[src/rtl/apsc_pkg.sv]
// Shared types and constants of the archive path safety checker.
// Used by apsc_path_eval and archive_path_safety_checker; depends on nothing.
`timescale 1ns / 1ps
`default_nettype none

package apsc_pkg;

  typedef enum logic [3:0] {
    FaultNone      = 4'd0,
    FaultEmpty     = 4'd1,
    FaultTooLong   = 4'd2,
    FaultLeadSlash = 4'd3,
    FaultBadChar   = 4'd4,
    FaultBadUtf8   = 4'd5,
    FaultEmptyComp = 4'd6,
    FaultDotComp   = 4'd7,
    FaultTrailDot  = 4'd8,
    FaultReserved  = 4'd9
  } fault_e;

  localparam int unsigned CountWidth = 17;
  localparam logic [CountWidth-1:0] CountTop = {CountWidth{1'b1}};
  localparam logic [15:0] MaxLenReset = 16'd512;
  localparam int unsigned AddrWidth = 3;
  localparam logic RegMaxLen = 1'b0;

  // Running state of the path that is being received.
  typedef struct packed {
    logic [CountWidth-1:0] byte_count;
    logic [1:0]            utf8_pending;
    logic [2:0]            utf8_lead_len;
    logic [20:0]           code_point;
    fault_e                path_fault;
    fault_e                comp_fault;
    logic [2:0]            comp_length;
    logic                  comp_all_dots;
    logic [7:0]            comp_last_char;
    logic [3:0][7:0]       stem_chars;
    logic [2:0]            stem_length;
    logic                  stem_closed;
    logic                  after_slash;
  } state_t;

  typedef struct packed {
    logic   valid;
    logic   safe;
    fault_e code;
  } result_t;

  localparam state_t StateReset = '{
    byte_count:     '0,
    utf8_pending:   '0,
    utf8_lead_len:  '0,
    code_point:     '0,
    path_fault:     FaultNone,
    comp_fault:     FaultNone,
    comp_length:    '0,
    comp_all_dots:  1'b1,
    comp_last_char: '0,
    stem_chars:     '0,
    stem_length:    '0,
    stem_closed:    1'b0,
    after_slash:    1'b0
  };

endpackage

`default_nettype wire

[src/rtl/apsc_path_eval.sv]
// Next-state and verdict logic for one path byte of the path checker.
// Depends on apsc_pkg.
`timescale 1ns / 1ps
`default_nettype none

module apsc_path_eval (
  input  apsc_pkg::state_t  state_i,
  input  logic [7:0]        byte_i,
  input  logic              last_i,
  input  logic              empty_i,
  input  logic [15:0]       max_len_i,
  output apsc_pkg::state_t  state_o,
  output apsc_pkg::result_t result_o
);

  function automatic apsc_pkg::fault_e keep_first(apsc_pkg::fault_e cur,
                                                  apsc_pkg::fault_e nxt);
    return (cur == apsc_pkg::FaultNone) ? nxt : cur;
  endfunction

  function automatic logic [7:0] to_lower(logic [7:0] b);
    return (b >= 8'h41 && b <= 8'h5A) ? b + 8'd32 : b;
  endfunction

  function automatic logic stem_reserved(apsc_pkg::state_t st);
    logic [23:0] s3;
    logic        com;
    logic        lpt;
    s3  = {st.stem_chars[0], st.stem_chars[1], st.stem_chars[2]};
    com = (s3 == "com");
    lpt = (s3 == "lpt");
    if (st.stem_length == 3'd3) begin
      return (s3 == "con") || (s3 == "prn") || (s3 == "aux") || (s3 == "nul");
    end
    if (st.stem_length == 3'd4) begin
      return (com || lpt) && st.stem_chars[3] >= 8'h31 && st.stem_chars[3] <= 8'h39;
    end
    return 1'b0;
  endfunction

  // Judge the component that is open now and start a fresh one.
  function automatic apsc_pkg::state_t close_comp(apsc_pkg::state_t st);
    apsc_pkg::state_t r;
    r = st;
    if (st.comp_length == 3'd0) begin
      r.comp_fault = keep_first(st.comp_fault, apsc_pkg::FaultEmptyComp);
    end else if (st.comp_all_dots && st.comp_length <= 3'd2) begin
      r.comp_fault = keep_first(st.comp_fault, apsc_pkg::FaultDotComp);
    end else if (st.comp_last_char == 8'h2E || st.comp_last_char == 8'h20) begin
      r.comp_fault = keep_first(st.comp_fault, apsc_pkg::FaultTrailDot);
    end else if (stem_reserved(st)) begin
      r.comp_fault = keep_first(st.comp_fault, apsc_pkg::FaultReserved);
    end
    r.comp_length    = apsc_pkg::StateReset.comp_length;
    r.comp_all_dots  = apsc_pkg::StateReset.comp_all_dots;
    r.comp_last_char = apsc_pkg::StateReset.comp_last_char;
    r.stem_chars     = apsc_pkg::StateReset.stem_chars;
    r.stem_length    = apsc_pkg::StateReset.stem_length;
    r.stem_closed    = apsc_pkg::StateReset.stem_closed;
    return r;
  endfunction

  apsc_pkg::state_t  s;
  apsc_pkg::result_t res;
  apsc_pkg::fault_e  code;
  logic [20:0]       cp;

  always_comb begin
    s    = state_i;
    res  = '{valid: 1'b0, safe: 1'b0, code: apsc_pkg::FaultNone};
    code = apsc_pkg::FaultNone;
    cp   = {state_i.code_point[14:0], byte_i[5:0]};

    if (empty_i) begin
      s   = apsc_pkg::StateReset;
      res = '{valid: 1'b1, safe: 1'b0, code: apsc_pkg::FaultEmpty};
    end else begin
      if (s.byte_count == '0 && byte_i == 8'h2F) begin
        s.path_fault = keep_first(s.path_fault, apsc_pkg::FaultLeadSlash);
      end
      if (s.byte_count != apsc_pkg::CountTop) begin
        s.byte_count = s.byte_count + 1'b1;
      end
      if (s.byte_count > {1'b0, max_len_i}) begin
        s.path_fault = keep_first(s.path_fault, apsc_pkg::FaultTooLong);
      end
      if (byte_i == 8'h5C || byte_i == 8'h3A || byte_i == 8'h00) begin
        s.path_fault = keep_first(s.path_fault, apsc_pkg::FaultBadChar);
      end

      // UTF-8 decoding.
      if (s.utf8_pending != 2'd0) begin
        if (byte_i[7:6] != 2'b10) begin
          s.path_fault   = keep_first(s.path_fault, apsc_pkg::FaultBadUtf8);
          s.utf8_pending = 2'd0;
        end else begin
          s.code_point   = cp;
          s.utf8_pending = s.utf8_pending - 2'd1;
          if (s.utf8_pending == 2'd0) begin
            if ((s.utf8_lead_len == 3'd3 && cp < 21'h800) ||
                (s.utf8_lead_len == 3'd4 && cp < 21'h10000) ||
                (cp >= 21'hD800 && cp <= 21'hDFFF) ||
                cp > 21'h10FFFF) begin
              s.path_fault = keep_first(s.path_fault, apsc_pkg::FaultBadUtf8);
            end
          end
        end
      end else if (byte_i <= 8'h7F) begin
        s.utf8_lead_len = 3'd1;
        s.code_point    = {13'd0, byte_i};
      end else if (byte_i >= 8'hC2 && byte_i <= 8'hDF) begin
        s.utf8_lead_len = 3'd2;
        s.code_point    = {16'd0, byte_i[4:0]};
        s.utf8_pending  = 2'd1;
      end else if (byte_i >= 8'hE0 && byte_i <= 8'hEF) begin
        s.utf8_lead_len = 3'd3;
        s.code_point    = {17'd0, byte_i[3:0]};
        s.utf8_pending  = 2'd2;
      end else if (byte_i >= 8'hF0 && byte_i <= 8'hF4) begin
        s.utf8_lead_len = 3'd4;
        s.code_point    = {18'd0, byte_i[2:0]};
        s.utf8_pending  = 2'd3;
      end else begin
        s.path_fault = keep_first(s.path_fault, apsc_pkg::FaultBadUtf8);
      end

      // Component tracking.
      if (byte_i == 8'h2F) begin
        s             = close_comp(s);
        s.after_slash = 1'b1;
      end else begin
        if (s.comp_length != 3'd7) begin
          s.comp_length = s.comp_length + 3'd1;
        end
        if (byte_i != 8'h2E) begin
          s.comp_all_dots = 1'b0;
        end
        s.comp_last_char = byte_i;
        if (!s.stem_closed) begin
          if (byte_i == 8'h2E) begin
            s.stem_closed = 1'b1;
          end else begin
            if (s.stem_length < 3'd4) begin
              s.stem_chars[s.stem_length[1:0]] = to_lower(byte_i);
            end
            if (s.stem_length < 3'd5) begin
              s.stem_length = s.stem_length + 3'd1;
            end
          end
        end
        s.after_slash = 1'b0;
      end

      if (last_i) begin
        if (s.utf8_pending != 2'd0) begin
          s.path_fault = keep_first(s.path_fault, apsc_pkg::FaultBadUtf8);
        end
        if (!s.after_slash) begin
          s = close_comp(s);
        end
        code = (s.path_fault != apsc_pkg::FaultNone) ? s.path_fault : s.comp_fault;
        res  = '{valid: 1'b1, safe: (code == apsc_pkg::FaultNone), code: code};
        s    = apsc_pkg::StateReset;
      end
    end
  end

  assign state_o  = s;
  assign result_o = res;

endmodule

`default_nettype wire
[config.mk]
export PLATFORM = sky130hd
export DESIGN_NAME = apsc_path_eval
export DESIGN_NICKNAME = d
export VERILOG_FILES = /design/src/rtl/apsc_pkg.sv /design/src/rtl/apsc_path_eval.sv
export SDC_FILE = /design/constraint.sdc
export NUM_CORES = 1
export LEC_CHECK = 0
export BUFFER_PORTS_ARGS = -buffer_cell sky130_fd_sc_hd__buf_4
export CAP_MARGIN = 5
export CELL_PAD_IN_SITES_DETAIL_PLACEMENT = 1
export CELL_PAD_IN_SITES_GLOBAL_PLACEMENT = 2
export CORE_ASPECT_RATIO = 1.4
export CORE_MARGIN = 2
export CORE_UTILIZATION = 23
export DETAILED_ROUTE_END_ITERATION = 6
export PLACE_DENSITY_LB_ADDON = 0.1
export SYNTH_ARGS = -nofsm -noshare
export SYNTH_HDL_FRONTEND = slang
export SYNTH_SLANG_ARGS = --single-unit
[constraint.sdc]
create_clock -name vclk -period 10.3
set_input_delay 3.09 -clock vclk [all_inputs]
set_output_delay 3.09 -clock vclk [all_outputs]
set_load 0.05 [all_outputs]
# == Word level (Yosys, flattened, before mapping) ==
# Index checks and enable logic that the tools add are counted.
# Widths: inputs -> output; s select.
# classes
n_addsub,5
order_cmp,25
n_mux,117
n_eq_ne,30
reduce_logical,46
# op_table
cell,count
$eq 24x23->1 const B,12
$mux 100,2
$mux 4,37
$mux 57,2
$mux 49,2
$mux 26,3
$eq 8x6->1 const B,7
$mux 53,1
$mux 51,1
$mux 1,49
$mux 36,1
$mux 35,1
$mux 17,2
$bwmux 32,1
$logic_not 4->1,8
$mux 32,1
$mux 25,1
$ge 8x8->1 const B,3
$le 8x8->1 const B,3
$mux 24,1
$ge 21x16->1 const B,1
$gt 21x21->1 const B,1
$le 21x16->1 const B,1
$lt 21x12->1 const B,1
35 further kinds,81
# totals
elab_cells,223
regBits,0
inputBits,126
output_inout_bits,106

# == Logic depth before layout (Yosys ltp) ==
# Gate-level depths: netlist of run 1.
# depth
depth_word,45
mapped_depth,19
depth_no_buf,19

# == Worst setup path after synthesis of run 1 ==
# OpenSTA, ideal clock, no wires.
# synth_timing
path_kind,input-to-output
start,input state_i[92] in the netlist's numbering
end,output result_o[4] in the netlist's numbering
n_path_buf,0
cell_stages,17
required_time_ps,7210
t_arrival_ps,7213
slack_ps,-3
cell_sequence,and4_1 > and4_1 > nand4_1 > nand4_1 > inv_1 > and2_1 > and4_1 > xor2_1 > ha_1 > and3_1 > nand2_1 > o41ai_1 > a31oi_1 > a211oi_1 > o21a_1 > nand3_1 > a2111oi_2
# synth_rtl
item,line_no,text
"start, declared",apsc_path_eval.sv:7,"input apsc_pkg::state_t state_i,"
"end, declared",apsc_path_eval.sv:13,output apsc_pkg::result_t result_o

==> results.md, run 1 <==
* Width of the die at 121 microns
* Final Max Slew Viols at 0
* # fillers at 2421
* Synth Instances at 728
* CP max FO at 4
* Startpoint types: input port
* # port buffers at 231
* Row count at 59
* Unique masters post-synth at 81
* Vias in the first global route at 7013
* Die height at 167 microns
* Starting Density at 0.235
* Leak at 3.01 nW
* Period utilization at 0.981
* Pwr dens at 45.5 mW/mm^2
* I/O pin total at 232
* Area Growth Syn to Fin at 49.0%
* Most frequent cells in the layout: buf_4, nand2_1, a21oi_1, nor2_1, inv_1
* Switching fraction of total power at 0.643
* Mux cell area share after synthesis at 0.0140
* Global route overflow at 0
* Internal Power at 0.106 mW
* Seq pwr share at 0
* Sequential-to-total area share from yosys stat at 0
* Utilization after layout at 0.350
* Clock buf count at 0
* Fin nets at 1109
* Status: complete, no violations
* Post-Synth Simple-Gate Area at 0.479
* FF+latch area at 0 sq um
* Final min period at 10110 ps
* Worst Setup End Kind: output pin
* Core Box Area at 0.0187 sq mm
* Detailed Route Iter0 Violations at 278
* Largest net degree at the start of global routing at 35
* Data arrival, critical path at 7020 ps
* Yosys warnings at 0
* Kind of critical path: in2out
* Mapped Area at 0.00439 sq mm
* Ant diodes at 0
* Layout cell share with drive strength beyond 1 at 0.311
* Cts hold-fix bufs at 0
* Final worst slack at 195 ps
* Combinational Power Share at 1.000
* Place WS at -30.3 ps
* Setup TNS at 0 ps
* HP Class: in2out
* Global-route wire length before repair at 37600 microns
* Global Route Usage Sum at 0.229
* Final setup violation count at 0
* Gpl congestion at 0.913
* XOR/XNOR Fraction of Synth Area at 0.0299
* VDD IR max at 0.0218 mV
* Worst rel slew slack at 0.473
* DRT Pass-1 Iters at 5
* Max Fclk at 99.0 MHz
* Final instance area at 0.00654 sq mm
* Vias at 6536
* Number of max-cap violations at 0
* Dpl cell area at 0.00646 sq mm
* Mean post-synth cell area at 6.03 sq um
* Clk pwr share at 0
* Largest family of logic cells by synthesized area: simple AND/OR/NAND/NOR gates
* Detailed-route vias per instance at 5.47
* DIE AREA at 0.0202 sq mm
* Required @ worst endpoint at 7210 ps
* DRC at 0
* ANT nets after route at 0
* Sequential cells at 0
* Hpwl dp at 20300 microns
* Initial antenna violation count at 0
* Synth Area in Compound Gates at 0.311
* Final hold vios at 0
* Post-Syn Nets at 884
* Commonest non-fill, non-tap cell in the layout: buf_4
* Slew @ Worst Pin at 781 ps
* Total net switching power at 0.191 mW
* Drt wl/cell at 20.6 microns
* Synth Area in Adders at 0.0878
* Final WL at 24600 microns
==> per-layer routing <==
metal | GRT usage | part of all wire | vias to the layer above
li1 | - | - | 3141
met1 | 0.255 | 0.38 | 3111
met2 | 0.436 | 0.51 | 250
met3 | 0.0439 | 0.072 | 34
met4 | 0.0627 | 0.029 | 0
met5 | 0 | 0 | -
==> stage by stage <==
step	std cells	power, mW	hold slack [ps]
3_5_place_dp	1192	0.294	6560
2_1_floorplan	728	0.169	6380
3_3_place_gp	1192	0.289	6560
4_1_cts	1192	0.296	6560
6_report	1195	0.298	6530
5_1_grt	1195	0.321	6550
==> worst max-delay path: stages <==
cell and delay, ps:
buf_4 110, ha_1 160, nand3_1 130, nor2_2 150, nand4_1 150, nand4_1 130, inv_1 60, and2_2 220
and4_1 210, xor2_1 160, ha_1 330, and3_4 220, nand2_1 90, a311o_1 280, a31oi_1 200, a211oi_2 60
buf_4 160, o311ai_1 120, o211ai_1 190, a21o_1 230, a2111oi_4 330, buf_6 220
==> final timing paths <==
path / startpoint / endpoint / slack [ps] / depth (start not counted)
setup / recovery: state_i[83] / result_o[4] / 190 / 22
hold / removal: empty_i / result_o[0] / 6530 / 3
==> cell type report <==
class | instances | area, sq um | area share
inverters | 41 | 154 | 0.0235
multi-input cells | 646 | 4090 | 0.626
repair buffers | 264 | 1990 | 0.304
well taps | 244 | 305 | 0.0467
==> cell usage after synthesis (all sizes together) (10+ instances only) <==
library cell,number,area (sq um)
clkbuf,21,78.8
or4,14,105
nand2b,12,75.1
xnor2,13,114
o21ai,24,120
nand4,11,83.8
nand3b,10,75.1
a21oi,65,325
nor2,64,243
and2,23,144
and3,12,75.1
buf,20,111
nor4,13,81.3
nand2,132,495
a31oi,17,113
and4,10,87.6
nand3,26,130
inv,40,150
ha,30,375
nor3,24,130
==> cells by family (layout without fill, tap and decap cells) <==
| kind of cell | Yosys count | in the layout |
|---|---|---|
| AO/OA/AOI/OAI | 196 | 196 |
| XOR/XNOR | 15 | 15 |
| adder cells (fa/ha/maj) | 31 | 31 |
| buffers and inverters | 82 | 305 |
| multiplexers | 6 | 6 |
| AND/OR/NAND/NOR | 398 | 398 |
==> power groups by stage <==
stage	combinational, mW	sequential [mW]	clock, mW
floorplan	0.169	0	0
global placement	0.289	0	0
detailed placement	0.294	0	0
CTS	0.296	0	0
global route	0.321	0	0
finish	0.298	0	0
==> timing repair <==
item                                   in CTS  in global routing
setup endpoints to repair                   1                  3
setup buffers                               0                  3
gates resized for setup                     1                 10
endpoints found under the hold margin       0                  0
pin swaps                                   0                  8
Note: power is estimated with default switching activity, not from simulation.
==> inputs of run 2 (changes only) <==
==> constraint.sdc (replaced) <==
create_clock -name vclk -period 10.3
set_input_delay 1.03 -clock vclk [all_inputs]
set_output_delay 1.03 -clock vclk [all_outputs]
set_load 0.05 [all_outputs]
==> run 2 against run 1 <==
Cell count shrank 2.3%. Final area shrank 4.0%. Power shrank 3.3%. Maximum frequency rose by 47%.
==> results.md, run 2 (synthesized netlist as in run 1, its figures left out) <==
* Detailed Route Iter0 Violations at 213 (was 278)
* Seq pwr share at 0 (about the same)
* Internal Power at 0.100 mW (was 0.106 mW)
* Global-route wire length before repair at 37000 microns (was 37600 microns)
* Required @ worst endpoint at 9270 ps (was 7210 ps)
* DIE AREA at 0.0202 sq mm (unchanged)
* Sequential cells at 0 (unchanged)
* Buf+Inv Stages, Crit Path at 3 (was 4)
* Startpoint types: input port (unchanged)
* Drt wl/cell at 20.5 microns (was 20.6 microns)
* Global Route Usage Sum at 0.224 (was 0.229)
* Detailed-route vias per instance at 5.51 (was 5.47)
* RSZ-0062 raised after global routing: false
* Max Fclk at 146 MHz (was 99.0 MHz)
* Die height at 167 microns (unchanged)
* Commonest non-fill, non-tap cell in the layout: buf_4 (unchanged)
* Layout cell share with drive strength beyond 1 at 0.283 (was 0.311)
* Worst Setup End Kind: output pin (unchanged)
* Most frequent cells in the layout: buf_4, nand2_1, a21oi_1, nor2_1, inv_1 (unchanged)
* Kind of critical path: in2out (unchanged)
* Width of the die at 121 microns (unchanged)
* Row count at 59 (unchanged)
* Area Growth Syn to Fin at 43.0% (was 49.0%)
* # fillers at 2463 (was 2421)
* Clk pwr share at 0 (about the same)
* Data arrival, critical path at 5840 ps (was 7020 ps)
* HP Class: in2out (unchanged)
* Slew @ Worst Pin at 1340 ps (was 781 ps)
* Post-CTS Resized at 0 (was 1)
* Global route overflow at 0 (unchanged)
* I/O pin total at 232 (unchanged)
* Core Box Area at 0.0187 sq mm (unchanged)
* Largest stage delay, worst path at 560 ps (was 330 ps)
* Critical path's slowest cell: or4_1 (was ha_1)
* Setup TNS at 0 ps (unchanged)
* Starting Density at 0.235 (unchanged)
* Number of max-cap violations at 0 (unchanged)
* Gpl congestion at 0.874 (was 0.913)
* Hpwl dp at 19700 microns (was 20300 microns)
* ANT nets after route at 0 (unchanged)
* Final min period at 6870 ps (was 10110 ps)
* Total net switching power at 0.188 mW (was 0.191 mW)
* Fin nets at 1081 (was 1109)
* FF+latch area at 0 sq um (unchanged)
* Combinational Power Share at 1.000 (about the same)
* Clock buf count at 0 (unchanged)
* Worst rel slew slack at 0.102 (was 0.473)
* Worst hold slack at 2450 ps (was 6530 ps)
* Status: complete, no violations (unchanged)
* Final Max Slew Viols at 0 (unchanged)
* Ant diodes at 0 (unchanged)
* # port buffers at 231 (unchanged)
* Area of the multi-input gates at 0.00405 sq mm (was 0.00409 sq mm)
* DRC at 0 (unchanged)
* Largest net degree at the start of global routing at 32 (was 35)
* Final hold vios at 0 (unchanged)
* Vias at 6429 (was 6536)
* Critical path's top delay family: simple AND/OR/NAND/NOR gates (was compound AO/OA/AOI/OAI gates)
* Pwr dens at 45.9 mW/mm^2 (was 45.5 mW/mm^2)
* Switching fraction of total power at 0.652 (was 0.643)
* Vias in the first global route at 6841 (was 7013)
* Period utilization at 0.667 (was 0.981)
* Cts hold-fix bufs at 0 (unchanged)
* Post CTS Setup Buffer Count at 0 (unchanged)
* Final setup violation count at 0 (unchanged)
* Initial antenna violation count at 0 (unchanged)
* VDD IR max at 0.0183 mV (was 0.0218 mV)
* DRT Pass-1 Iters at 4 (was 5)
* CP max FO at 8 (was 4)
* Most used cell, CP: and4_1
* Final WL at 23900 microns (was 24600 microns)
* Crit-path cells: buf_4, and4_1, and4_1, nand4_1, nand4_1, inv_1, and2_1, and4_1, xor2_1, ha_1, and3_1, nand2_1, o41ai_1, a31oi_1, a211oi_1, nand2b_1, or4_1, nand3_1, a31o_2, buf_4 (was buf_4, ha_1, nand3_1, nor2_2, nand4_1, nand4_1, inv_1, and2_2, and4_1, xor2_1, ha_1, and3_4, nand2_1, a311o_1, a31oi_1, a211oi_2, buf_4, o311ai_1, o211ai_1, a21o_1, a2111oi_4, buf_6)
* Leak at 2.86 nW (was 3.01 nW)
## run 2: worst paths after layout
| check | from | cells past startpoint | end |
|---|---|---|---|
| worst max-delay path | state_i[90] | 20 | result_o[0] |
| worst min-delay path | empty_i | 3 | result_o[0] |
## run 2: stage by stage
step	instance area (sq um)	power, mW	std cells	util	setup WS [ps]
after global placement	6280	0.283	1167	0.336	3510
final	6280	0.288	1167	0.336	3430
after global routing	6280	0.310	1167	0.336	3050
after floorplan	4390	0.169	728	-	4120
after CTS	6280	0.289	1167	0.336	3420
after detailed placement	6280	0.288	1167	0.336	3440
## run 2: tightest hold or removal path: cells and delay by family
family,cells,cell delay [ps]
compound gates,1,100
buf+inv,2,290
## run 2: area by class of cell
class              count  share of cell area
inverters             41              0.0245
multi-input cells    646               0.645
well taps            244              0.0486
repair buffers       236               0.282
## run 2: routing by layer
| metal | part of all wire | global-route usage | vias up |
|---|---|---|---|
| li1 | - | - | 3075 |
| met5 | 0 | 0 | - |
| met3 | 0.074 | 0.0507 | 34 |
| met2 | 0.51 | 0.425 | 246 |
| met4 | 0.029 | 0.0546 | 0 |
| met1 | 0.39 | 0.247 | 3074 |
## run 2: power groups by stage
stage / logic [mW] / registers (mW) / clock network (mW)
floorplan: 0.169 / 0 / 0
global placement: 0.283 / 0 / 0
detailed placement: 0.288 / 0 / 0
CTS: 0.289 / 0 / 0
global route: 0.310 / 0 / 0
finish: 0.288 / 0 / 0
